**src/hdl/ismsu_pkg.sv**
```systemverilog
// Types, constants and codes shared by the Ising spin update block.
package ismsu_pkg;

  // Lattice geometry
  localparam int SIDE_MAX   = 128;
  localparam int ROW_W      = $clog2(SIDE_MAX);
  localparam int SIDE_W     = $clog2(SIDE_MAX + 1);
  localparam int SIDE_REG_W = 8;
  localparam int CMP_W      = (SIDE_W > SIDE_REG_W) ? SIDE_W : SIDE_REG_W;

  // Field widths
  localparam int FUNC_W    = 2;
  localparam int COORD_W   = 7;
  localparam int RND_W     = 16;
  localparam int COUNT_W   = 15;
  localparam int THR_W     = 17;
  localparam int ACC_W     = 2 * THR_W;
  localparam int NUM_SUMS  = 5;
  localparam int SUM_W     = 3;
  localparam int CFG_IDX_W = 3;

  // Command queue between front and back
  localparam int QDEPTH   = 2;
  localparam int Q_PTR_W  = (QDEPTH > 1) ? $clog2(QDEPTH) : 1;
  localparam int Q_CNT_W  = $clog2(QDEPTH + 1);

  // Items that can be in flight: queue plus one in the back end or result register
  localparam int MAX_PENDING = QDEPTH + 1;
  localparam int PEND_W      = $clog2(MAX_PENDING + 1);

  // Register reset values
  localparam logic [SIDE_REG_W-1:0] SIDE_RESET = SIDE_REG_W'(128);
  localparam logic [THR_W-1:0]      THR_ALWAYS = THR_W'(65536);
  localparam logic [ACC_W-1:0]      ACC_RESET  = {THR_ALWAYS, THR_ALWAYS};

  // Configuration register indexes
  typedef enum logic [CFG_IDX_W-1:0] {
    CFG_SIDE,
    CFG_ACC_M4,
    CFG_ACC_M2,
    CFG_ACC_Z,
    CFG_ACC_P2,
    CFG_ACC_P4
  } cfg_idx_e;

  // Function codes on the input channel
  localparam logic [FUNC_W-1:0] FUNC_WRITE = FUNC_W'(0);
  localparam logic [FUNC_W-1:0] FUNC_READ  = FUNC_W'(1);
  localparam logic [FUNC_W-1:0] FUNC_STEP  = FUNC_W'(2);

  // Operation classes decided by the front end
  typedef enum logic [1:0] {
    OP_WRITE,
    OP_READ,
    OP_STEP,
    OP_ERROR
  } op_e;

  typedef logic [ROW_W-1:0] idx_t;

  typedef struct packed {
    op_e              op;
    idx_t             row;
    idx_t             row_up;
    idx_t             row_dn;
    idx_t             col;
    idx_t             col_lf;
    idx_t             col_rt;
    logic             spin_value;
    logic [RND_W-1:0] random_value;
  } cmd_t;

  typedef struct packed {
    logic [SIDE_REG_W-1:0]          side;
    logic [NUM_SUMS-1:0][ACC_W-1:0] acc;
  } cfg_t;

  typedef enum logic [2:0] {
    ST_CLEAR,
    ST_IDLE,
    ST_CTR,
    ST_UP,
    ST_DN
  } back_state_e;

endpackage

```
**src/hdl/ismsu_if.sv**
```systemverilog
// Valid/ready channel interfaces for the spin update input and result.
interface ismsu_in_if;
  import ismsu_pkg::*;

  logic               valid;
  logic               ready;
  logic [FUNC_W-1:0]  func;
  logic [COORD_W-1:0] row;
  logic [COORD_W-1:0] col;
  logic               spin_value;
  logic [RND_W-1:0]   random_value;

  modport source (output valid, func, row, col, spin_value, random_value, input ready);
  modport sink   (input valid, func, row, col, spin_value, random_value, output ready);
endinterface


```
**src/hdl/ismsu_front.sv**
```systemverilog
// Front end: accepts input transactions, checks coordinates, computes wrapped neighbors.
module ismsu_front (
  ismsu_in_if.sink                        in_ch,
  input  logic [ismsu_pkg::SIDE_REG_W-1:0] side_i,
  input  logic                            back_ready_i,
  input  logic                            q_full_i,
  output logic                            push_o,
  output ismsu_pkg::cmd_t                 cmd_o
);
  import ismsu_pkg::*;

  logic [CMP_W-1:0] side_ext;
  logic [CMP_W-1:0] max_ext;
  logic [CMP_W-1:0] side;
  logic [CMP_W-1:0] row_ext;
  logic [CMP_W-1:0] col_ext;
  logic [CMP_W-1:0] row_up;
  logic [CMP_W-1:0] row_dn;
  logic [CMP_W-1:0] col_lf;
  logic [CMP_W-1:0] col_rt;
  logic             coord_err;

  // Accept only once the lattice is cleared and the queue has room
  assign in_ch.ready = back_ready_i && !q_full_i;
  assign push_o      = in_ch.valid && in_ch.ready;

  // Saturate the side to the lattice size
  assign side_ext = CMP_W'(side_i);
  assign max_ext  = CMP_W'(SIDE_MAX);
  assign side     = (side_ext > max_ext) ? max_ext : side_ext;

  assign row_ext   = CMP_W'(in_ch.row);
  assign col_ext   = CMP_W'(in_ch.col);
  assign coord_err = (row_ext >= side) || (col_ext >= side);

  // Periodic wrap of the four neighbors
  assign row_up = (row_ext == '0) ? side - CMP_W'(1) : row_ext - CMP_W'(1);
  assign row_dn = (row_ext + CMP_W'(1) == side) ? '0 : row_ext + CMP_W'(1);
  assign col_lf = (col_ext == '0) ? side - CMP_W'(1) : col_ext - CMP_W'(1);
  assign col_rt = (col_ext + CMP_W'(1) == side) ? '0 : col_ext + CMP_W'(1);

  // Classify the transaction and pack the command
  always_comb begin
    cmd_o.row          = ROW_W'(in_ch.row);
    cmd_o.col          = ROW_W'(in_ch.col);
    cmd_o.row_up       = ROW_W'(row_up);
    cmd_o.row_dn       = ROW_W'(row_dn);
    cmd_o.col_lf       = ROW_W'(col_lf);
    cmd_o.col_rt       = ROW_W'(col_rt);
    cmd_o.spin_value   = in_ch.spin_value;
    cmd_o.random_value = in_ch.random_value;
    case (in_ch.func)
      FUNC_WRITE: cmd_o.op = OP_WRITE;
      FUNC_STEP:  cmd_o.op = OP_STEP;
      default:    cmd_o.op = OP_READ;
    endcase
    if (coord_err) begin
      cmd_o.op = OP_ERROR;
    end
  end

endmodule

```
**src/flat_wrapper.sv**
```systemverilog
// flat-port wrapper written by rule: the top's interface ports become plain ports
module ismsu_front_flat import ismsu_pkg::*;
  (side_i, back_ready_i, q_full_i, push_o, cmd_o, in_ch_valid, in_ch_func, in_ch_row, in_ch_col, in_ch_spin_value, in_ch_random_value, in_ch_ready);
  ismsu_in_if in_ch_i ();
  input  logic [ismsu_pkg::SIDE_REG_W-1:0] side_i;
  input  logic back_ready_i;
  input  logic q_full_i;
  output logic push_o;
  output ismsu_pkg::cmd_t cmd_o;
  input wire logic [$bits(in_ch_i.valid)-1:0] in_ch_valid;
  input wire logic [$bits(in_ch_i.func)-1:0] in_ch_func;
  input wire logic [$bits(in_ch_i.row)-1:0] in_ch_row;
  input wire logic [$bits(in_ch_i.col)-1:0] in_ch_col;
  input wire logic [$bits(in_ch_i.spin_value)-1:0] in_ch_spin_value;
  input wire logic [$bits(in_ch_i.random_value)-1:0] in_ch_random_value;
  output wire logic [$bits(in_ch_i.ready)-1:0] in_ch_ready;
  assign in_ch_i.valid = in_ch_valid;
  assign in_ch_i.func = in_ch_func;
  assign in_ch_i.row = in_ch_row;
  assign in_ch_i.col = in_ch_col;
  assign in_ch_i.spin_value = in_ch_spin_value;
  assign in_ch_i.random_value = in_ch_random_value;
  assign in_ch_ready = in_ch_i.ready;
  ismsu_front u_core (.in_ch(in_ch_i), .side_i(side_i), .back_ready_i(back_ready_i), .q_full_i(q_full_i), .push_o(push_o), .cmd_o(cmd_o));
endmodule
```
**config.mk**
```make
export PLATFORM = sky130hd
export DESIGN_NAME = ismsu_front_flat
export DESIGN_NICKNAME = d
export VERILOG_FILES = /design/src/hdl/ismsu_pkg.sv /design/src/hdl/ismsu_if.sv /design/src/hdl/ismsu_front.sv /design/src/flat_wrapper.sv
export SDC_FILE = /design/constraint.sdc
export NUM_CORES = 1
export LEC_CHECK = 0
export BUFFER_PORTS_ARGS = -buffer_cell sky130_fd_sc_hd__buf_2
export CAP_MARGIN = 30
export CORE_MARGIN = 5
export CORE_UTILIZATION = 30
export DETAILED_ROUTE_END_ITERATION = 8
export SLEW_MARGIN = 20
export SYNTH_ARGS = -nofsm -noshare
export SYNTH_HDL_FRONTEND = slang
export SYNTH_SLANG_ARGS = --single-unit
```
**constraint.sdc**
```tcl
create_clock -name vclk -period 2.3
set_clock_uncertainty 0.15 [all_clocks]
set_input_delay 0.115 -clock vclk [all_inputs]
set_output_delay 0.115 -clock vclk [all_outputs]
set_load 0.005 [all_outputs]
```
* Yosys cells after proc, flatten, opt, wreduce, memory -nomap -nowiden *
Index checks and enable logic that the tools add are counted.

word-level totals
  flip-flop bits (word level) = 0
  output and inout port bits = 63

operators by class
  add/subtract/negate cells = 5
  $lt $le $gt $ge = 3
  eq/ne operators = 3
  mux-type cells = 7
  reduce and logical (&&, ||, !) cells = 7

operators by type and width
  operator                                          count
  two-way mux 7 bit                                 4
  subtractor 7 x 1 -> 7 bit, second input constant  3
  adder 7 x 1 -> 8 bit, second input constant       2
  equality test 8 bit                               2
  >= comparator 7 x 8 -> 1 bit                      2
  zero test 8 bit                                   2
  > comparator 8 bit, second input constant         1
  two-way mux 8 bit                                 1
  one-hot mux 2 bit (2 select lines)                1
  equality test 2 bit, second input constant        1
  logical AND 1 bit                                 2
  zero test 2 bit                                   1
  two-way mux 2 bit                                 1
  zero test 1 bit                                   1
  logical OR 1 bit                                  1

* Depth between registers and ports, before layout *
Gate-level depths: netlist of the first run.

  depth after elaboration = 5
  gate-level depth with buffers = 8

* Worst setup path before layout of the first run *
OpenSTA, ideal clock, no wires.

  kind = input -> output
  start = input side_i[7] (netlist name)
  end = output cmd_o[59] (netlist name)
  arrival = 1595 ps
  required time = 2035 ps
  slack = 440 ps
  stages = 8
  path buffers = 1
  cell sequence = buf_2 -> nor2b_1 -> inv_1 -> ha_1 -> nor2b_1 -> a2111oi_0 -> o32a_1 -> nand3b_1

RTL lines
  element          RTL line           RTL
  start, declared  flat_wrapper.sv:5  input logic [ismsu_pkg::SIDE_REG_W-1:0] side_i;
  end, declared    flat_wrapper.sv:9  output ismsu_pkg::cmd_t cmd_o;

==> impl_metrics.ini, run 1 <==
[placed_design]
dp_hpwl_um = 4160
dp_worst_setup_slack_ns = 0.000763
dp.cells = 330
globalplace.congestion = 0.866
portBuffers = 73

[synthesis]
yosysUniqueCellTypes = 43
syn_nets = 285
ys.warnings.count = 0
syn_inst = 222
yosysSeqAreaShare = 0
avgSynthCellArea_sq_um = 7.62
syn-cell-area_sq_um = 1690

[layout]
layout-drive-gt1-share = 0.341
seq_cell_count = 0
diodes = 0
layout.cells.non_filler = 330
regArea_sq_um = 0
nClkBuffers = 0
final_common_cell = buf_2
nNetsFinal = 323
num-fill-cells = 598
layout_common_cells = 73 x buf_2, 19 x xnor2_1, 19 x ha_1
area_growth_pct = 13.0

[timing]
fmax_mhz = 458
finalHoldViolCount = 0
maxSlewHeadroom = 0.594
grt_setup_unrepaired = no
setup_tns_ns = 0
min_period_over_period = 0.949
drv_slew = 0
setup_viol = 0
tightestPinTransition_ns = 0.601
setup_ws_ns = 0.116
period_minus_slack_ns = 2.18

[worst_setup_path]
worstSetupPathType = primary input to primary output
slowest_stage = a2111oi_4
arrival_ns = 1.92
critPathLaunchType = primary input
cp_num_buf_inv = 2
cpLargestDelayFamily = compound AO/OA/AOI/OAI gates
path_cells = buf_2 -> ha_1 -> and3_1 -> and3_1 -> xnor2_1 -> a2111oi_4 -> nor2_1 -> buf_2
cp_max_fo = 8
cpPeakStageDelay_ns = 0.56
end_kind = primary output
worstSetupStartpoint = in_ch_row[1]
cp_data_required_time_ns = 2.04

[floorplanning]
start_util = 0.307
core_area_sq_um = 5510
die_area_sq_um = 7240
rows = 27
die_w_um = 85.1
io_pins = 107
die_h_um = 85.1

[drt]
drc = 0
wl_um = 4940
postRouteAntennaNets = 0
wl_per_cell_um = 15.0
drt-initial-drc-count = 65
first_pass_iters = 4
via_per_inst = 4.88
via_count = 1612

[pwr]
ir_drop_mv = 0.0652
cellLeakagePower_nw = 0.891
p_per_area_nw_per_um2 = 192

[job]
drv_cap = 0

[worst_hold_path]
min_path_type = primary input to primary output
min_from = in_ch_random_value[0]

[grt]
gr-total-overflow = 0
grt_pass1_wl_um = 7940
grt_max_degree = 15
antenna_found_initial = 0
grt_use_total = 0.128
grt_pass1_vias = 1570

[status]
status = completed

[clock_tree]
cts_hold_buf = 0
[final cells by class]
| type | count | area (sq um) | share of cell area |
|---|---|---|---|
| inverters | 10 | 37.5 | 0.0196 |
| multi-input cells | 169 | 1370 | 0.719 |
| well taps | 72 | 90.1 | 0.0471 |
| repair buffers | 79 | 410 | 0.215 |
[power breakdown]
| group | switching (mW) | leakage (nW) | internal, mW |
|---|---|---|---|
| clock | 0 | 0 | 0 |
| combinational | 0.194 | 0.891 | 0.174 |
| sequential | 0 | 0 | 0 |
[cell families after synthesis]
| group | after synthesis | share of synthesized area |
|---|---|---|
| AO/OA/AOI/OAI | 37 | 0.161 |
| buffers and inverters | 53 | 0.195 |
| AND/OR/NAND/NOR | 70 | 0.241 |
| multiplexers | 10 | 0.0592 |
| XOR/XNOR | 33 | 0.204 |
| adder cells (fa/ha/maj) | 19 | 0.141 |
[metal layers]
metal | part of all wire | wire length [um] | track usage
met2 | 0.47 | 2340 | 0.224
met4 | 0.0020 | 10 | 0.00432
met5 | 0 | 0 | 0
met1 | 0.44 | 2190 | 0.176
met3 | 0.082 | 407 | 0.0175
[Yosys cell counts (3+ instances only)]
library cell	n	area, sq um
a21o_1	5	37.5
a21oi_1	16	80.1
and3_1	5	31.3
buf_2	5	25.0
buf_4	33	248
clkbuf_1	5	18.8
ha_1	19	238
inv_1	10	37.5
mux2i_1	10	100
nand2_1	6	22.5
nand2b_1	8	50.1
nand3_1	6	30.0
nand4_1	3	18.8
nor2_1	13	48.8
nor2b_1	6	37.5
nor3_1	6	30.0
or3_1	5	31.3
xnor2_1	19	166
xnor3_1	3	67.6
xor2_1	10	87.6
[final timing paths]
check / to / slack [ns] / cells after the start
worst max-delay path: cmd_o[41] / 0.12 / 8
worst min-delay path: cmd_o[0] / 0.08 / 0
[stage by stage]
step,util,hold slack [ns],cell area [sq um],power (mW)
2_1_floorplan,-,0.108,1690,0.264
6_report,0.347,0.0800,1910,0.368
3_5_place_dp,0.345,0.0800,1900,0.366
3_3_place_gp,0.345,0.0800,1900,0.363
5_1_grt,0.347,0.0800,1910,0.411
4_1_cts,0.345,0.0800,1900,0.369
[what timing repair did]
action                     CTS  global route
resized for setup            0             4
buffers inserted             0             0
setup endpoints to repair    0            10
No activity file was read; power rests on OpenSTA's default activity.
==> run 2, diff against run 1 <==
==> constraint.sdc (replaced) <==
create_clock -name vclk -period 2.6
set_clock_uncertainty 0.15 [all_clocks]
set_input_delay 0.13 -clock vclk [all_inputs]
set_output_delay 0.13 -clock vclk [all_outputs]
set_load 0.005 [all_outputs]
==> run 2 against run 1 <==
Effect of this change: utilization fell by 0.86 points; cell count decreased by 1.5%; via count down 0.31%; sequential share of layout area stayed put.
==> impl_metrics.ini, run 2 (synthesis results as in run 1) <==
[drt]
wl_um = 4700
postRouteAntennaNets = 0
drt-initial-drc-count = 50
wl_per_cell_um = 14.5
first_pass_iters = 4
via_per_inst = 4.94
drc = 0
via_count = 1607

[clock_tree]
post_cts_buffers = 0

[floorplanning]
die_area_sq_um = 7240
core_area_sq_um = 5510
die_h_um = 85.1
die_w_um = 85.1
rows = 27
io_pins = 107
start_util = 0.307

[worst_setup_path]
worstSetupPathType = primary input to primary output
cp_data_required_time_ns = 2.32
end_kind = primary output
cp_max_fo = 17
arrival_ns = 2.09
critPathLaunchType = primary input

[timing]
drv_slew = 0
tightestPinTransition_ns = 0.606
setup_viol = 0
period_minus_slack_ns = 2.37
min_period_over_period = 0.911
maxSlewHeadroom = 0.591
setup_ws_ns = 0.231
setup_tns_ns = 0
fmax_mhz = 422
finalHoldViolCount = 0
grt_setup_unrepaired = no

[placed_design]
portBuffers = 73
globalplace.congestion = 0.839
dp_hpwl_um = 4040
dp_worst_setup_slack_ns = 0.177

[grt]
grt_pass1_wl_um = 7450
grt_max_degree = 18
gr-total-overflow = 0
grt_use_total = 0.122
grt_pass1_vias = 1564
antenna_found_initial = 0

[pwr]
ir_drop_mv = 0.0546
cellLeakagePower_nw = 0.864
p_per_area_nw_per_um2 = 168
power.total_uw = 313

[job]
drv_cap = 0

[worst_hold_path]
min_path_type = primary input to primary output

[layout]
layout-drive-gt1-share = 0.316
nNetsFinal = 318
area_growth_pct = 10.2
nClkBuffers = 0
layout_common_cells = 73 x buf_2, 19 x xnor2_1, 19 x ha_1
diodes = 0
postLayoutCoreUtil = 0.339
final_common_cell = buf_2
seq_cell_count = 0
regArea_sq_um = 0

[status]
status = completed
==> run 2: path summary, 6_finish.rpt <==
check	start	endpoint	cells after the start
min	in_ch_random_value[0]	cmd_o[0]	0
max	side_i[7]	cmd_o[60]	9
==> run 2: timing repair <==
| action | in CTS | in global routing |
|---|---|---|
| gates resized for setup | 0 | 1 |
| hold buffers | 0 | 0 |
| setup endpoints to repair | 0 | 2 |
==> run 2: through the flow <==
step                std cells  area [sq um]  hold slack [ns]
finish                    325          1860            0.110
global route              325          1860            0.110
CTS                       325          1860            0.110
detailed placement        325          1860            0.110
global placement          325          1860            0.110
floorplan                 222          1690            0.138
==> run 2: worst max-delay path, cell delays in order <==
cell and delay [ns]:
buf_2 0.18, nor2b_1 0.30, inv_1 0.15, ha_1 0.31, nor2b_1 0.14, a2111oi_1 0.38
o32a_1 0.27, nand3_1 0.09, buf_2 0.14
==> run 2: power by group <==
group,switching (mW),internal (mW),total [mW]
logic,0.166,0.147,0.313
clock network,0,0,0
registers,0,0,0
total,0.166,0.147,0.313
==> run 2: cell type report <==
cell class	count	area, sq um
timing repair buffer	74	373
inverter	10	37.5
multi-input combinational	169	1360
tap	72	90.1
fill	627	3640
==> run 2: routing by layer <==
| layer | part of all wire | track usage | up-vias |
|---|---|---|---|
| met1 | 0.45 | 0.164 | 731 |
| met3 | 0.061 | 0.00777 | 6 |
| met5 | 0 | 0 | - |
| met4 | 0.0021 | 0.00432 | 0 |
| li1 | - | - | 816 |
| met2 | 0.49 | 0.223 | 54 |
