[src/hdl/ismsu_pkg.sv]
// Types, constants and codes shared by the Ising spin update block.
package ismsu_pkg;

  // Lattice geometry
  localparam int SIDE_MAX   = 128;
  localparam int ROW_W      = $clog2(SIDE_MAX);
  localparam int SIDE_W     = $clog2(SIDE_MAX + 1);
  localparam int SIDE_REG_W = 8;
  localparam int CMP_W      = (SIDE_W > SIDE_REG_W) ? SIDE_W : SIDE_REG_W;

  // Field widths
  localparam int FUNC_W    = 2;
  localparam int COORD_W   = 7;
  localparam int RND_W     = 16;
  localparam int COUNT_W   = 15;
  localparam int THR_W     = 17;
  localparam int ACC_W     = 2 * THR_W;
  localparam int NUM_SUMS  = 5;
  localparam int SUM_W     = 3;
  localparam int CFG_IDX_W = 3;

  // Command queue between front and back
  localparam int QDEPTH   = 2;
  localparam int Q_PTR_W  = (QDEPTH > 1) ? $clog2(QDEPTH) : 1;
  localparam int Q_CNT_W  = $clog2(QDEPTH + 1);

  // Items that can be in flight: queue plus one in the back end or result register
  localparam int MAX_PENDING = QDEPTH + 1;
  localparam int PEND_W      = $clog2(MAX_PENDING + 1);

  // Register reset values
  localparam logic [SIDE_REG_W-1:0] SIDE_RESET = SIDE_REG_W'(128);
  localparam logic [THR_W-1:0]      THR_ALWAYS = THR_W'(65536);
  localparam logic [ACC_W-1:0]      ACC_RESET  = {THR_ALWAYS, THR_ALWAYS};

  // Configuration register indexes
  typedef enum logic [CFG_IDX_W-1:0] {
    CFG_SIDE,
    CFG_ACC_M4,
    CFG_ACC_M2,
    CFG_ACC_Z,
    CFG_ACC_P2,
    CFG_ACC_P4
  } cfg_idx_e;

  // Function codes on the input channel
  localparam logic [FUNC_W-1:0] FUNC_WRITE = FUNC_W'(0);
  localparam logic [FUNC_W-1:0] FUNC_READ  = FUNC_W'(1);
  localparam logic [FUNC_W-1:0] FUNC_STEP  = FUNC_W'(2);

  // Operation classes decided by the front end
  typedef enum logic [1:0] {
    OP_WRITE,
    OP_READ,
    OP_STEP,
    OP_ERROR
  } op_e;

  typedef logic [ROW_W-1:0] idx_t;

  typedef struct packed {
    op_e              op;
    idx_t             row;
    idx_t             row_up;
    idx_t             row_dn;
    idx_t             col;
    idx_t             col_lf;
    idx_t             col_rt;
    logic             spin_value;
    logic [RND_W-1:0] random_value;
  } cmd_t;

  typedef struct packed {
    logic [SIDE_REG_W-1:0]          side;
    logic [NUM_SUMS-1:0][ACC_W-1:0] acc;
  } cfg_t;

  typedef enum logic [2:0] {
    ST_CLEAR,
    ST_IDLE,
    ST_CTR,
    ST_UP,
    ST_DN
  } back_state_e;

endpackage

[src/hdl/ismsu_queue.sv]
// Short command queue that decouples the front end from the lattice sequencer.
module ismsu_queue (
  input  logic            clk_i,
  input  logic            rst_ni,
  input  logic            push_i,
  input  ismsu_pkg::cmd_t push_data_i,
  output logic            full_o,
  input  logic            pop_i,
  output ismsu_pkg::cmd_t head_o,
  output logic            valid_o
);
  import ismsu_pkg::*;

  cmd_t               slot_q [QDEPTH];
  logic [Q_PTR_W-1:0] wr_ptr_q, wr_ptr_d;
  logic [Q_PTR_W-1:0] rd_ptr_q, rd_ptr_d;
  logic [Q_CNT_W-1:0] cnt_q, cnt_d;

  assign full_o  = (cnt_q == Q_CNT_W'(QDEPTH));
  assign valid_o = (cnt_q != '0);
  assign head_o  = slot_q[rd_ptr_q];

  // Advance pointers and the fill count
  always_comb begin
    wr_ptr_d = wr_ptr_q;
    rd_ptr_d = rd_ptr_q;
    cnt_d    = cnt_q;
    if (push_i) begin
      wr_ptr_d = (wr_ptr_q == Q_PTR_W'(QDEPTH - 1)) ? '0 : wr_ptr_q + Q_PTR_W'(1);
    end
    if (pop_i) begin
      rd_ptr_d = (rd_ptr_q == Q_PTR_W'(QDEPTH - 1)) ? '0 : rd_ptr_q + Q_PTR_W'(1);
    end
    if (push_i && !pop_i) begin
      cnt_d = cnt_q + Q_CNT_W'(1);
    end else if (pop_i && !push_i) begin
      cnt_d = cnt_q - Q_CNT_W'(1);
    end
  end

  always_ff @(posedge clk_i or negedge rst_ni) begin
    if (!rst_ni) begin
      wr_ptr_q <= '0;
      rd_ptr_q <= '0;
      cnt_q    <= '0;
    end else begin
      wr_ptr_q <= wr_ptr_d;
      rd_ptr_q <= rd_ptr_d;
      cnt_q    <= cnt_d;
    end
  end

  // Store pushed commands
  always_ff @(posedge clk_i) begin
    if (push_i) begin
      slot_q[wr_ptr_q] <= push_data_i;
    end
  end

endmodule

[config.mk]
export PLATFORM = sky130hd
export DESIGN_NAME = ismsu_queue
export DESIGN_NICKNAME = d
export VERILOG_FILES = /design/src/hdl/ismsu_pkg.sv /design/src/hdl/ismsu_queue.sv
export SDC_FILE = /design/constraint.sdc
export NUM_CORES = 1
export LEC_CHECK = 0
export BUFFER_PORTS_ARGS = -buffer_cell sky130_fd_sc_hd__clkbuf_2
export CAP_MARGIN = 0
export CORE_AREA = 2 2 141 102
export DETAILED_ROUTE_END_ITERATION = 10
export DIE_AREA = 0 0 143 104
export RECOVER_POWER = 50
export SKIP_CTS_REPAIR_TIMING = 1
export SYNTH_ARGS = -nofsm -noshare
export SYNTH_HDL_FRONTEND = slang
export SYNTH_SLANG_ARGS = --single-unit
[constraint.sdc]
create_clock -name clk_i -period 3.8 [get_ports clk_i]
set_input_delay 0.57 -clock clk_i [delete_from_list [all_inputs] [get_ports clk_i]]
set_output_delay 0.57 -clock clk_i [all_outputs]
set_load 0.02 [all_outputs]
# After elaboration in Yosys (flattened, before gate mapping)
# Memory sizes are Yosys's and may differ from the RTL's.
# Cells that the tools add are included.
[word_totals] ff_bits=4 ramBits=122 memories=1
[memory_table] name="slot_q" words=2 width=61 rd=1 rd_clocked_by_memory_dff=0 wr=1 line="ismsu_queue.sv:14" text="cmd_t slot_q [QDEPTH];"
[classes] add_sub_neg=4 eq_ne=1 n_mux=6 n_reduce_logical=6
[ops] operator="$mux W1" count=4
[ops] operator="$mux W2" count=2
[ops] operator="$reduce_bool A2 Y1" count=2
[ops] operator="$add A1 B1 Y1 const B" count=2
[ops] operator="$add A2 B1 Y2 const B" count=1
[ops] operator="$eq A2 B2 Y1 const B" count=1
[ops] operator="$logic_and A1 B1 Y1" count=2
[ops] operator="$logic_not A1 Y1" count=2
[ops] operator="$sub A2 B1 Y2 const B" count=1

# Longest topological paths before layout
# Gate-level depths: netlist of run 1.
[logic_depth] depth_word=4 depth_mapped=5

# Worst setup path before layout of run 1
# No wires, ideal clock.
[synth_path] path_type="input-to-reg" from="input push_i" to="memory slot_q[0][0] (netlist bit), enable pin" t_arrival_ns=3.256 required_time_ns=3.313 setup_slack_ns=0.056 cell_stages=1 cell_sequence="nor2b_1"
[synth_via] elab_chain_len=2
[synth_lines] element="start, declared" line="ismsu_queue.sv:5" text="input logic push_i,"
[synth_lines] element="$mux W1" line="ismsu_queue.sv:55" text="if (push_i) begin"
[synth_lines] element="$mux W1 (not written as such)" line="ismsu_queue.sv:56" text="slot_q[wr_ptr_q] <= push_data_i;"
[synth_lines] element="end, declared" line="ismsu_queue.sv:14"
# Every way passes these cells.

==> metrics.yaml, run 1 <==
pwr:
  p_comb_share_pct: 29.7
  power.internal_mw: 3.60
  power_density_mw_per_mm2: 828
  pwr-share-clk_pct: 31.0
  seq_power_share_pct: 39.3
  power.switching_mw: 1.57
  power.ir.vdd_worst_mv: 0.408
  leakagePower_nw: 2.41
  total_power_mw: 5.17
  power.share.switching_pct: 30.4
die:
  die_area_mm2: 0.0149
  die_y_um: 104
  start_util_pct: 36.1
  rows: 36
  chipWidth_um: 143
  core-area_mm2: 0.0136
  ios: 128
layout:
  area_growth_syn_to_layout_pct: 27.5
  mostFrequentLayoutCells: "sky130_fd_sc_hd__edfxtp_1 (122), sky130_fd_sc_hd__clkbuf_2 (75), sky130_fd_sc_hd__mux2_4 (59), sky130_fd_sc_hd__clkbuf_1 (53), sky130_fd_sc_hd__clkbuf_16 (17)"
  fin_area_mm2: 0.00624
  utilization_pct: 46.0
  post_layout_nonfiller_instances: 553
  layout.filler_cells: 1200
  multi_input_comb_area_mm2: 0.00100
  antenna-diode-count: 0
  nets: 416
  layout.area.seq_mm2: 0.00377
  final_layout_size_suffix_gt1_share_pct: 47.9
  mostFrequentLayoutCell: "sky130_fd_sc_hd__edfxtp_1"
grt:
  grt_pass1_wl_mm: 12.7
  grt.overflow.total: 0
  grt.total_usage_pct: 11.7
  first_global_vias: 2447
  grt_start_max_net_pins: 36
  antenna_found_initial: 0
logic_synthesis:
  ys_top_cells_by_area: "sky130_fd_sc_hd__edfxtp_1 (75%), sky130_fd_sc_hd__mux2_4 (18%), sky130_fd_sc_hd__buf_12 (2.5%), sky130_fd_sc_hd__dfrtp_1 (2.0%), sky130_fd_sc_hd__xor2_1 (0.72%)"
  dominant_synthesized_flop_cell: "sky130_fd_sc_hd__edfxtp_1"
  syn-cell-area_mm2: 0.00489
  syn-instance-count: 206
  postSynth.asyncResetShare_pct: 3.17
  ys_seq_area_share_pct: 76.9
  synthesis.nets: 272
  count_of_flip_flops_with_a_built_in_enable_after_synthesis: 122
  synth_top_cell_by_area: "sky130_fd_sc_hd__edfxtp_1"
  syn_avg_cell_area_um2: 23.7
  synth-warning-count: 0
  post_synth_num_cell_types: 14
  post-synth-top-area-fraction_pct: 74.9
  flip_flop_and_latch_count_after_synthesis: 126
setup_path:
  crit_arrival_ns: 2.12
  worstSetupPathType: "reg -> out"
  critical_path.max_fanout: 35
  element_type_at_the_critical_path_end: "output port"
  worst_endpoint_required_time_ns: 3.23
  startpoint_type: "flop"
  reg2reg_setup_slack_ns: 1.64
routing:
  route.detailed.vias_per_inst: 4.21
  post_drt_wl_per_cell_um: 15.2
  route.antenna.remaining_nets: 0
  met3_length_um: 688
  routedLengthMet1_mm: 3.78
  wl_met2_mm: 3.88
  dr_vias: 2326
  firstDrtPassIters: 4
  drt-initial-drc-count: 89
  postRouteWirelength_mm: 8.39
  detail_route.drc_violations: 0
  route.top_layer_used: "met4"
sta:
  grt_setup_unrepaired: "false"
  timing_max_transition_violations_final: 29
  worst_slack_ns: 1.11
  finalCritPeriodShare_pct: 70.9
  setup-tns-final_ns: 0
  timing.slew.headroom_pct: -10.1
  final.hold.worst_slack_ns: 0.349
  tightestPinTransition_ns: 1.65
  finalClockSkew_ns: 0.00752
  final-setup-viol-count: 0
  finalHoldViolations: 0
  achievable-frequency_mhz: 371
  finalWorstPathRequiredPeriod_ns: 2.69
placed_design:
  post-dp-hpwl_mm: 5.47
  numPortBuffers: 127
  dpl.cell_count: 520
  dpl_cell_area_mm2: 0.00570
  globalplace.congestion: 0.716
  pre_cts_ws_ns: 1.51
clocking:
  worst_setup_hold_path_clk_slew_ns: 0.05
  clock-root-buffer: "sky130_fd_sc_hd__clkbuf_16"
  cts_tree: "built"
  clock_latency_ns: 0.41
  numClockSinks: 126
  cts_buffers: 17
  cts_max_path_buffers: 2
  htree_num_levels: 4
outcome:
  violations: "max-capacitance violations, max-slew violations"
  outcome: "finished, violations left"
flow_run:
  drv.max_cap_violation_count: 1
min_path:
  min_path_type: "in -> reg"
cells by family (layout without fill, tap and decap cells):
family	after synthesis	in the layout	synth area share, %
flip-flops	126	126	76.9
AND/OR/NAND/NOR	5	5	0.588
XOR/XNOR	5	5	0.895
adder cells (fa/ha/maj)	1	1	0.256
buffers and inverters	8	165	2.76
multiplexers	61	61	18.6
Yosys cell counts, types with 2 or more instances:
library cell,n
sky130_fd_sc_hd__buf_12,6
sky130_fd_sc_hd__mux2_2,2
sky130_fd_sc_hd__edfxtp_1,122
sky130_fd_sc_hd__nor2b_1,2
sky130_fd_sc_hd__mux2_4,59
sky130_fd_sc_hd__dfrtp_1,4
sky130_fd_sc_hd__xor2_1,4
routing by layer:
layer | vias to the layer above | track usage, %
met5 | - | 0
met4 | 0 | 3.82
met3 | 6 | 6.54
met2 | 84 | 17.2
met1 | 1136 | 14.6
li1 | 1100 | -
critical path: stages, from the launching register on:
cell and delay (ns):
sky130_fd_sc_hd__dfrtp_4 0.85, sky130_fd_sc_hd__buf_12 0.32, sky130_fd_sc_hd__mux2_4 0.33, sky130_fd_sc_hd__clkbuf_2 0.16
worst paths after layout:
| kind | startpoint | endpoint | cells after the start |
|---|---|---|---|
| min in group asynchronous | rst_ni | wr_ptr_q | 2 |
| hold reg to reg | cnt_q[1] | cnt_q[1] | 1 |
| setup / recovery | rd_ptr_q | head_o[21] | 3 |
| max in group asynchronous | rst_ni | rd_ptr_q | 2 |
| hold / removal | push_data_i[28] | slot_q[1][28] | 1 |
| setup reg to reg | wr_ptr_q | slot_q[0][51] | 2 |
flip-flops by register name, indices dropped and copies added (netlist names):
| name | count |
|---|---|
| cnt_q | 2 |
| slot_q | 122 |
| wr_ptr_q | 1 |
| rd_ptr_q | 1 |
power by group through the flow:
| stage | Clock (mW) | Sequential, mW | Combinational [mW] |
|---|---|---|---|
| floorplan | 0 | 1.95 | 1.34 |
| global placement | 0 | 2.05 | 1.56 |
| detailed placement | 0 | 2.06 | 1.57 |
| CTS | 1.64 | 2.03 | 1.58 |
| global route | 1.70 | 2.06 | 1.63 |
| finish | 1.60 | 2.03 | 1.54 |
area by class of cell:
type | instances | share of cell area [%]
Sequential cell | 126 | 60.4
Tap cell | 190 | 3.81
Multi-Input combinational cell | 72 | 16.1
Timing Repair Buffer | 132 | 10.1
Inverter | 1 | 0.0602
Clock inverter | 15 | 2.71
Clock buffer | 17 | 6.82
(Power assumes the default switching activity.)
==> run 2: changes to the inputs <==
--- a/config.mk
+++ b/config.mk
@@ -5,6 +5,7 @@
 export SDC_FILE = /design/constraint.sdc
 export NUM_CORES = 1
 export LEC_CHECK = 0
+export ABC_AREA = 1
 export BUFFER_PORTS_ARGS = -buffer_cell sky130_fd_sc_hd__clkbuf_2
 export CAP_MARGIN = 0
 export CORE_AREA = 2 2 141 102
==> constraint.sdc (replaced) <==
create_clock -name clk_i -period 2.2 [get_ports clk_i]
set_input_delay 0.33 -clock clk_i [delete_from_list [all_inputs] [get_ports clk_i]]
set_output_delay 0.33 -clock clk_i [all_outputs]
set_load 0.02 [all_outputs]
==> run 2 against run 1 <==
Compared with the run above:
- the run now ends clean
- first-iteration DRC count is 4.5% lower
- worst setup slack worse by 0.89 ns
- sequential power is 65% higher
- cell count is 2.0% higher
- combinational power is 85% higher
- clock power is 67% higher
- critical path depth stayed put
- largest power group unchanged
- highest routed layer unchanged
==> metrics.yaml, run 2 <==
outcome:
  outcome: "complete, no violations"
logic_synthesis:
  syn-cell-area_mm2: 0.00491  # +0.36%
  synthesis.nets: 281  # +3.3%
  count_of_flip_flops_with_a_built_in_enable_after_synthesis: 122  # unchanged
  flip_flop_and_latch_count_after_synthesis: 126  # unchanged
  ys_top_cells_by_area: "sky130_fd_sc_hd__edfxtp_1 (75%), sky130_fd_sc_hd__mux2_4 (18%), sky130_fd_sc_hd__buf_12 (2.4%), sky130_fd_sc_hd__dfrtp_1 (2.0%), sky130_fd_sc_hd__inv_1 (0.54%)"
  ys_seq_area_share_pct: 76.7  # -0.27 points
  syn_avg_cell_area_um2: 22.8  # -3.8%
  post_synth_num_cell_types: 14  # unchanged
  postSynth.asyncResetShare_pct: 3.17  # unchanged
  synth-warning-count: 0  # unchanged
  syn-instance-count: 215  # +4.4%
  synth_top_cell_by_area: "sky130_fd_sc_hd__edfxtp_1"
  synth_commonest_cells: "sky130_fd_sc_hd__edfxtp_1 (122), sky130_fd_sc_hd__mux2_4 (59), sky130_fd_sc_hd__inv_1 (7)"
  dominant_synthesized_flop_cell: "sky130_fd_sc_hd__edfxtp_1"
  post-synth-top-area-fraction_pct: 74.6  # -0.27 points
  yosys.cell_count.top_type: "sky130_fd_sc_hd__edfxtp_1"
grt:
  antenna_found_initial: 0  # unchanged
  grt.overflow.total: 0  # unchanged
  grt_pass1_wl_mm: 12.6  # -0.97%
  grt_start_max_net_pins: 32  # -11%
  grt.total_usage_pct: 11.7  # +0.043 points
  first_global_vias: 2445  # -0.082%
clocking:
  cts_max_path_buffers: 2  # unchanged
  numClockSinks: 126  # unchanged
  cts_buffers: 17  # unchanged
  clock-root-buffer: "sky130_fd_sc_hd__clkbuf_16"
  htree_num_levels: 4  # unchanged
  cts_tree: "built"
  clock_latency_ns: 0.41  # about the same
  worst_setup_hold_path_clk_slew_ns: 0.05  # about the same
setup_path:
  startpoint_type: "flop"
  element_type_at_the_critical_path_end: "output port"
  ff2ff_path_depth: 3  # +1
  worstSetupPathType: "reg -> out"
  worst_endpoint_required_time_ns: 1.87  # -1.36 ns
  crit_arrival_ns: 1.66  # -0.46 ns
  critical_path.max_fanout: 31  # -11%
die:
  die_y_um: 104  # unchanged
  chipWidth_um: 143  # unchanged
  core-area_mm2: 0.0136  # unchanged
  die_area_mm2: 0.0149  # unchanged
  start_util_pct: 36.2  # +0.13 points
  rows: 36  # unchanged
  ios: 128  # unchanged
flow_run:
  drv.max_cap_violation_count: 0  # -1
sta:
  finalWorstPathRequiredPeriod_ns: 1.99
  finalClockSkew_ns: 0.00587  # -0.00165 ns
  grt_setup_unrepaired: "false"
  timing_max_transition_violations_final: 0  # -100%
  timing.slew.headroom_pct: 43.9  # +54 points
  finalHoldViolations: 0  # unchanged
  achievable-frequency_mhz: 503
  setup-tns-final_ns: 0  # unchanged
  final-setup-viol-count: 0  # unchanged
  finalCritPeriodShare_pct: 90.3
  tightestPinTransition_ns: 0.841  # -0.811 ns
routing:
  route.top_layer_used: "met4"
  dr_vias: 2389  # +2.7%
  route.antenna.remaining_nets: 0  # unchanged
  route.detailed.vias_per_inst: 4.24  # +0.71%
  postRouteWirelength_mm: 8.49  # +1.1%
  wl_met2_mm: 3.77  # -2.7%
  firstDrtPassIters: 4  # unchanged
  detail_route.drc_violations: 0  # unchanged
  drt-initial-drc-count: 85  # -4.5%
  post_drt_wl_per_cell_um: 15.0  # -0.85%
  met3_length_um: 853  # +24%
  routedLengthMet1_mm: 3.68  # -2.4%
layout:
  final_layout_size_suffix_gt1_share_pct: 45.2  # -2.7 points
  layout_top_registers: "slot_q: 122 flops, cnt_q: 2 flops"
  nets: 427  # +2.6%
  mostFrequentLayoutCells: "sky130_fd_sc_hd__edfxtp_1 (122), sky130_fd_sc_hd__clkbuf_2 (80), sky130_fd_sc_hd__mux2_4 (59), sky130_fd_sc_hd__clkbuf_1 (55), sky130_fd_sc_hd__clkbuf_16 (17)"
  mostFrequentLayoutCell: "sky130_fd_sc_hd__edfxtp_1"
  antenna-diode-count: 0  # unchanged
  layout.filler_cells: 1193  # -0.58%
  area_growth_syn_to_layout_pct: 27.1
  utilization_pct: 46.0  # about the same
  register_with_the_most_flip_flops: "slot_q"
  largest_register_ffs: 122  # unchanged
pwr:
  leakagePower_nw: 2.45  # +1.5%
  total_power_mw: 8.88  # +72%
  power_density_mw_per_mm2: 1420  # +72%
  power.ir.vdd_worst_mv: 0.735  # +80%
placed_design:
  post-dp-hpwl_mm: 5.54  # +1.1%
  numPortBuffers: 127  # unchanged
  globalplace.congestion: 0.680  # -5.0%
min_path:
  min_path_type: "in -> reg"
  hold_depth: 1  # unchanged
-- run 2: changes by cell type after synthesis, sizes merged, moves of 2 or more --
cell   delta
inv       +6
nand2     +6
nor2b     -2
xor2      -2
-- run 2: critical path: stages (launching register included) --
cell and delay (ns):
sky130_fd_sc_hd__dfrtp_4 0.47, sky130_fd_sc_hd__buf_12 0.26, sky130_fd_sc_hd__mux2_4 0.34, sky130_fd_sc_hd__clkbuf_2 0.16
-- run 2: area by class of cell --
type / instances / area, µm² / area share, %
clock buffers: 23 / 448 / 7.18
repair buffers: 134 / 649 / 10.4
well taps: 190 / 238 / 3.81
clock inverters: 9 / 118 / 1.88
inverters: 7 / 26.3 / 0.421
flip-flops and latches: 126 / 3770 / 60.4
multi-input cells: 75 / 996 / 16.0
-- run 2: per-stage QoR --
| stage | hold slack, ns | instances | area [µm²] | setup WS (ns) |
|---|---|---|---|---|
| floorplan | 0.0344 | 215 | 4920 | 0.129 |
| global placement | 0.146 | 531 | 5730 | 0.641 |
| detailed placement | 0.146 | 531 | 5730 | 0.631 |
| CTS | -0.296 | 563 | 6300 | 0.178 |
| global route | 0.0889 | 564 | 6240 | 0.139 |
| finish | 0.107 | 564 | 6240 | 0.213 |
-- run 2: kinds of logic (layout without fill, tap and decap cells) --
group / Yosys count / count (layout) / synth area share [%]
DFF: 126 / 126 / 76.7
muxes: 61 / 61 / 18.5
buffers and inverters: 14 / 173 / 3.21
and+or+nand+nor: 10 / 10 / 0.841
xor gates and xnor gates: 3 / 3 / 0.535
adders and majority gates: 1 / 1 / 0.255
-- run 2: report_power, final --
| group | total (mW) | switching (mW) | internal [mW] |
|---|---|---|---|
| logic | 2.85 | 1.60 | 1.25 |
| clock network | 2.67 | 0.913 | 1.76 |
| registers | 3.35 | 0.147 | 3.20 |
-- run 2: path summary, 6_finish.rpt --
| path | startpoint | end | slack, ns |
|---|---|---|---|
| worst min-delay path | push_data_i[21] | slot_q[0][21] | 0.11 |
| worst max-delay path | rd_ptr_q | head_o[29] | 0.21 |
| max in group asynchronous | rst_ni | rd_ptr_q | 1.67 |
| min in group asynchronous | rst_ni | cnt_q[0] | 0.30 |
| worst min register to register | cnt_q[1] | cnt_q[1] | 0.48 |
| worst max register to register | wr_ptr_q | slot_q[1][8] | 0.62 |
-- run 2: layer usage --
layer  global-route usage [%]  vias to the layer above
li1                         -                     1130
met5                        0                        -
met2                     17.7                       98
met1                     13.1                     1146
met4                     6.36                        0
met3                     6.72                       15
==> run 3: changes to the inputs <==
--- a/config.mk
+++ b/config.mk
@@ -11,6 +11,7 @@
 export CORE_AREA = 2 2 141 102
 export DETAILED_ROUTE_END_ITERATION = 10
 export DIE_AREA = 0 0 143 104
+export PLACE_DENSITY = 0.72
 export RECOVER_POWER = 50
 export SKIP_CTS_REPAIR_TIMING = 1
 export SYNTH_ARGS = -nofsm -noshare
==> run 3 against run 2 <==
Compared with the run above:
- maximum frequency rose by 1.2%
- hold slack improved by 0.0066 ns
- cell area rose by 2.1%
- global-route usage fell by 0.15 points
- worst setup slack improved by 0.023 ns
- routed wire length fell by 1.7%
- sequential share of layout area fell by 1.2 points
==> metrics.yaml, run 3 (synthesis results as in run 2) <==
outcome:
  outcome: "complete, no violations"
clocking:
  clock_latency_ns: 0.40  # about the same
  clock-root-buffer: "sky130_fd_sc_hd__clkbuf_16"
  htree_num_levels: 4  # unchanged
  cts_buffers: 17  # unchanged
  worst_setup_hold_path_clk_slew_ns: 0.06  # about the same
  cts_max_path_buffers: 2  # unchanged
  cts_tree: "built"
  numClockSinks: 126  # unchanged
setup_path:
  crit_arrival_ns: 1.63  # -0.03 ns
  worst_endpoint_required_time_ns: 1.87  # about the same
  ff2ff_path_depth: 3  # unchanged
  reg2reg_capture_point: "slot_q[1][1]"
  startpoint_type: "flop"
  element_type_at_the_critical_path_end: "output port"
  critical_path.max_fanout: 32  # +3.2%
  r2r-start: "wr_ptr_q"
  worstSetupPathType: "reg -> out"
  reg2reg_setup_slack_ns: 0.55  # -0.07 ns
sta:
  finalCritPeriodShare_pct: 89.2  # -1.1 points
  setup-tns-final_ns: 0  # unchanged
  worst_slack_ns: 0.237  # +0.0232 ns
  finalWorstPathRequiredPeriod_ns: 1.96  # -0.0232 ns
  achievable-frequency_mhz: 509  # +1.2%
  finalHoldViolations: 0  # unchanged
  timing.slew.headroom_pct: 48.7  # +4.7 points
  timing_max_transition_violations_final: 0  # unchanged
  tightestPinTransition_ns: 0.769  # -0.0717 ns
  final-setup-viol-count: 0  # unchanged
  finalClockSkew_ns: 0.00789  # +0.00203 ns
  grt_setup_unrepaired: "false"
routing:
  firstDrtPassIters: 4  # unchanged
  drt-initial-drc-count: 130  # +53%
  dr_vias: 2419  # +1.3%
  postRouteWirelength_mm: 8.34  # -1.7%
  route.antenna.remaining_nets: 0  # unchanged
  post_drt_wl_per_cell_um: 14.8  # -1.7%
  route.detailed.vias_per_inst: 4.29  # +1.3%
  detail_route.drc_violations: 0  # unchanged
die:
  die_y_um: 104  # unchanged
  rows: 36  # unchanged
  ios: 128  # unchanged
  chipWidth_um: 143  # unchanged
  start_util_pct: 36.2  # unchanged
  die_area_mm2: 0.0149  # unchanged
  core-area_mm2: 0.0136  # unchanged
grt:
  antenna_found_initial: 0  # unchanged
  grt_start_max_net_pins: 36  # +13%
  grt.overflow.total: 0  # unchanged
  grt_pass1_wl_mm: 12.8  # +1.6%
  grt.total_usage_pct: 11.6  # -0.15 points
  first_global_vias: 2481  # +1.5%
layout:
  area_growth_syn_to_layout_pct: 29.8
  final_layout_size_suffix_gt1_share_pct: 46.8  # +1.6 points
  antenna-diode-count: 0  # unchanged
  layout_top_registers: "slot_q: 122 flops, cnt_q: 2 flops"
  mostFrequentLayoutCells: "sky130_fd_sc_hd__edfxtp_1 (122), sky130_fd_sc_hd__clkbuf_2 (77), sky130_fd_sc_hd__mux2_4 (59), sky130_fd_sc_hd__clkbuf_1 (52), sky130_fd_sc_hd__clkbuf_16 (17)"
  register_with_the_most_flip_flops: "slot_q"
  nets: 427  # unchanged
  post_layout_nonfiller_instances: 564  # unchanged
  mostFrequentLayoutCell: "sky130_fd_sc_hd__edfxtp_1"
  largest_register_ffs: 122  # unchanged
placed_design:
  numPortBuffers: 127  # unchanged
  post-dp-hpwl_mm: 5.69  # +2.8%
  dpl.cell_count: 531  # unchanged
  globalplace.congestion: 0.655  # -3.6%
  pre_cts_ws_ns: 0.645  # +0.0138 ns
pwr:
  power.ir.vdd_worst_mv: 0.672  # -8.6%
  leakagePower_nw: 2.51  # +2.5%
  power_density_mw_per_mm2: 1460  # +3.0%
min_path:
  timing.hold.worst.start: "push_data_i[47]"
  min_path_type: "in -> reg"
  hold_depth: 1  # unchanged
  hold_path_end: "slot_q[0][47]"
flow_run:
  drv.max_cap_violation_count: 0  # unchanged
-- run 3: where the power goes --
part | switching (mW) | internal [mW]
clock network | 0.987 | 2.13
logic | 1.60 | 1.28
registers | 0.138 | 3.20
-- run 3: area by class of cell --
type,instances,area [µm²]
Clock inverter,14,240
Timing Repair Buffer,134,674
Sequential cell,126,3770
Clock buffer,18,429
Fill cell,1182,7190
Inverter,7,26.3
Multi-Input combinational cell,75,996
Tap cell,190,238
-- run 3: metal layers --
layer | vias up | wire length (µm) | GRT usage [%]
met5 | - | 0 | 0
met4 | 0 | 92 | 4.88
met3 | 10 | 689 | 5.29
met2 | 95 | 3970 | 18.3
met1 | 1186 | 3590 | 13.7
li1 | 1128 | - | -
-- run 3: stage by stage --
stage	area, µm²	hold WS (ns)	utilization, %	power, mW
2_1_floorplan	4920	0.0344	-	5.66
4_1_cts	6430	-0.280	47.4	9.50
3_3_place_gp	5760	0.145	42.5	6.28
6_report	6370	0.113	47.0	9.33
5_1_grt	6370	0.0927	47.0	9.77
3_5_place_dp	5760	0.151	42.5	6.35
-- run 3: how the worst max path moves through the flow --
stage,start,endpoint,slack [ns],cells after the start
3_5_place_dp,rd_ptr_q,head_o[41],0.64,3
5_1_grt,rd_ptr_q,head_o[40],0.17,3
2_1_floorplan,wr_ptr_q,slot_q[1][0],0.13,2
6_report,rd_ptr_q,head_o[41],0.24,3
3_3_place_gp,rd_ptr_q,head_o[41],0.65,3
4_1_cts,rd_ptr_q,head_o[41],0.21,3
-- run 3: critical path: stages (launching register included) --
cell	delay, ns
sky130_fd_sc_hd__dfrtp_4	0.44
sky130_fd_sc_hd__buf_12	0.25
sky130_fd_sc_hd__mux2_2	0.36
sky130_fd_sc_hd__clkbuf_2	0.15
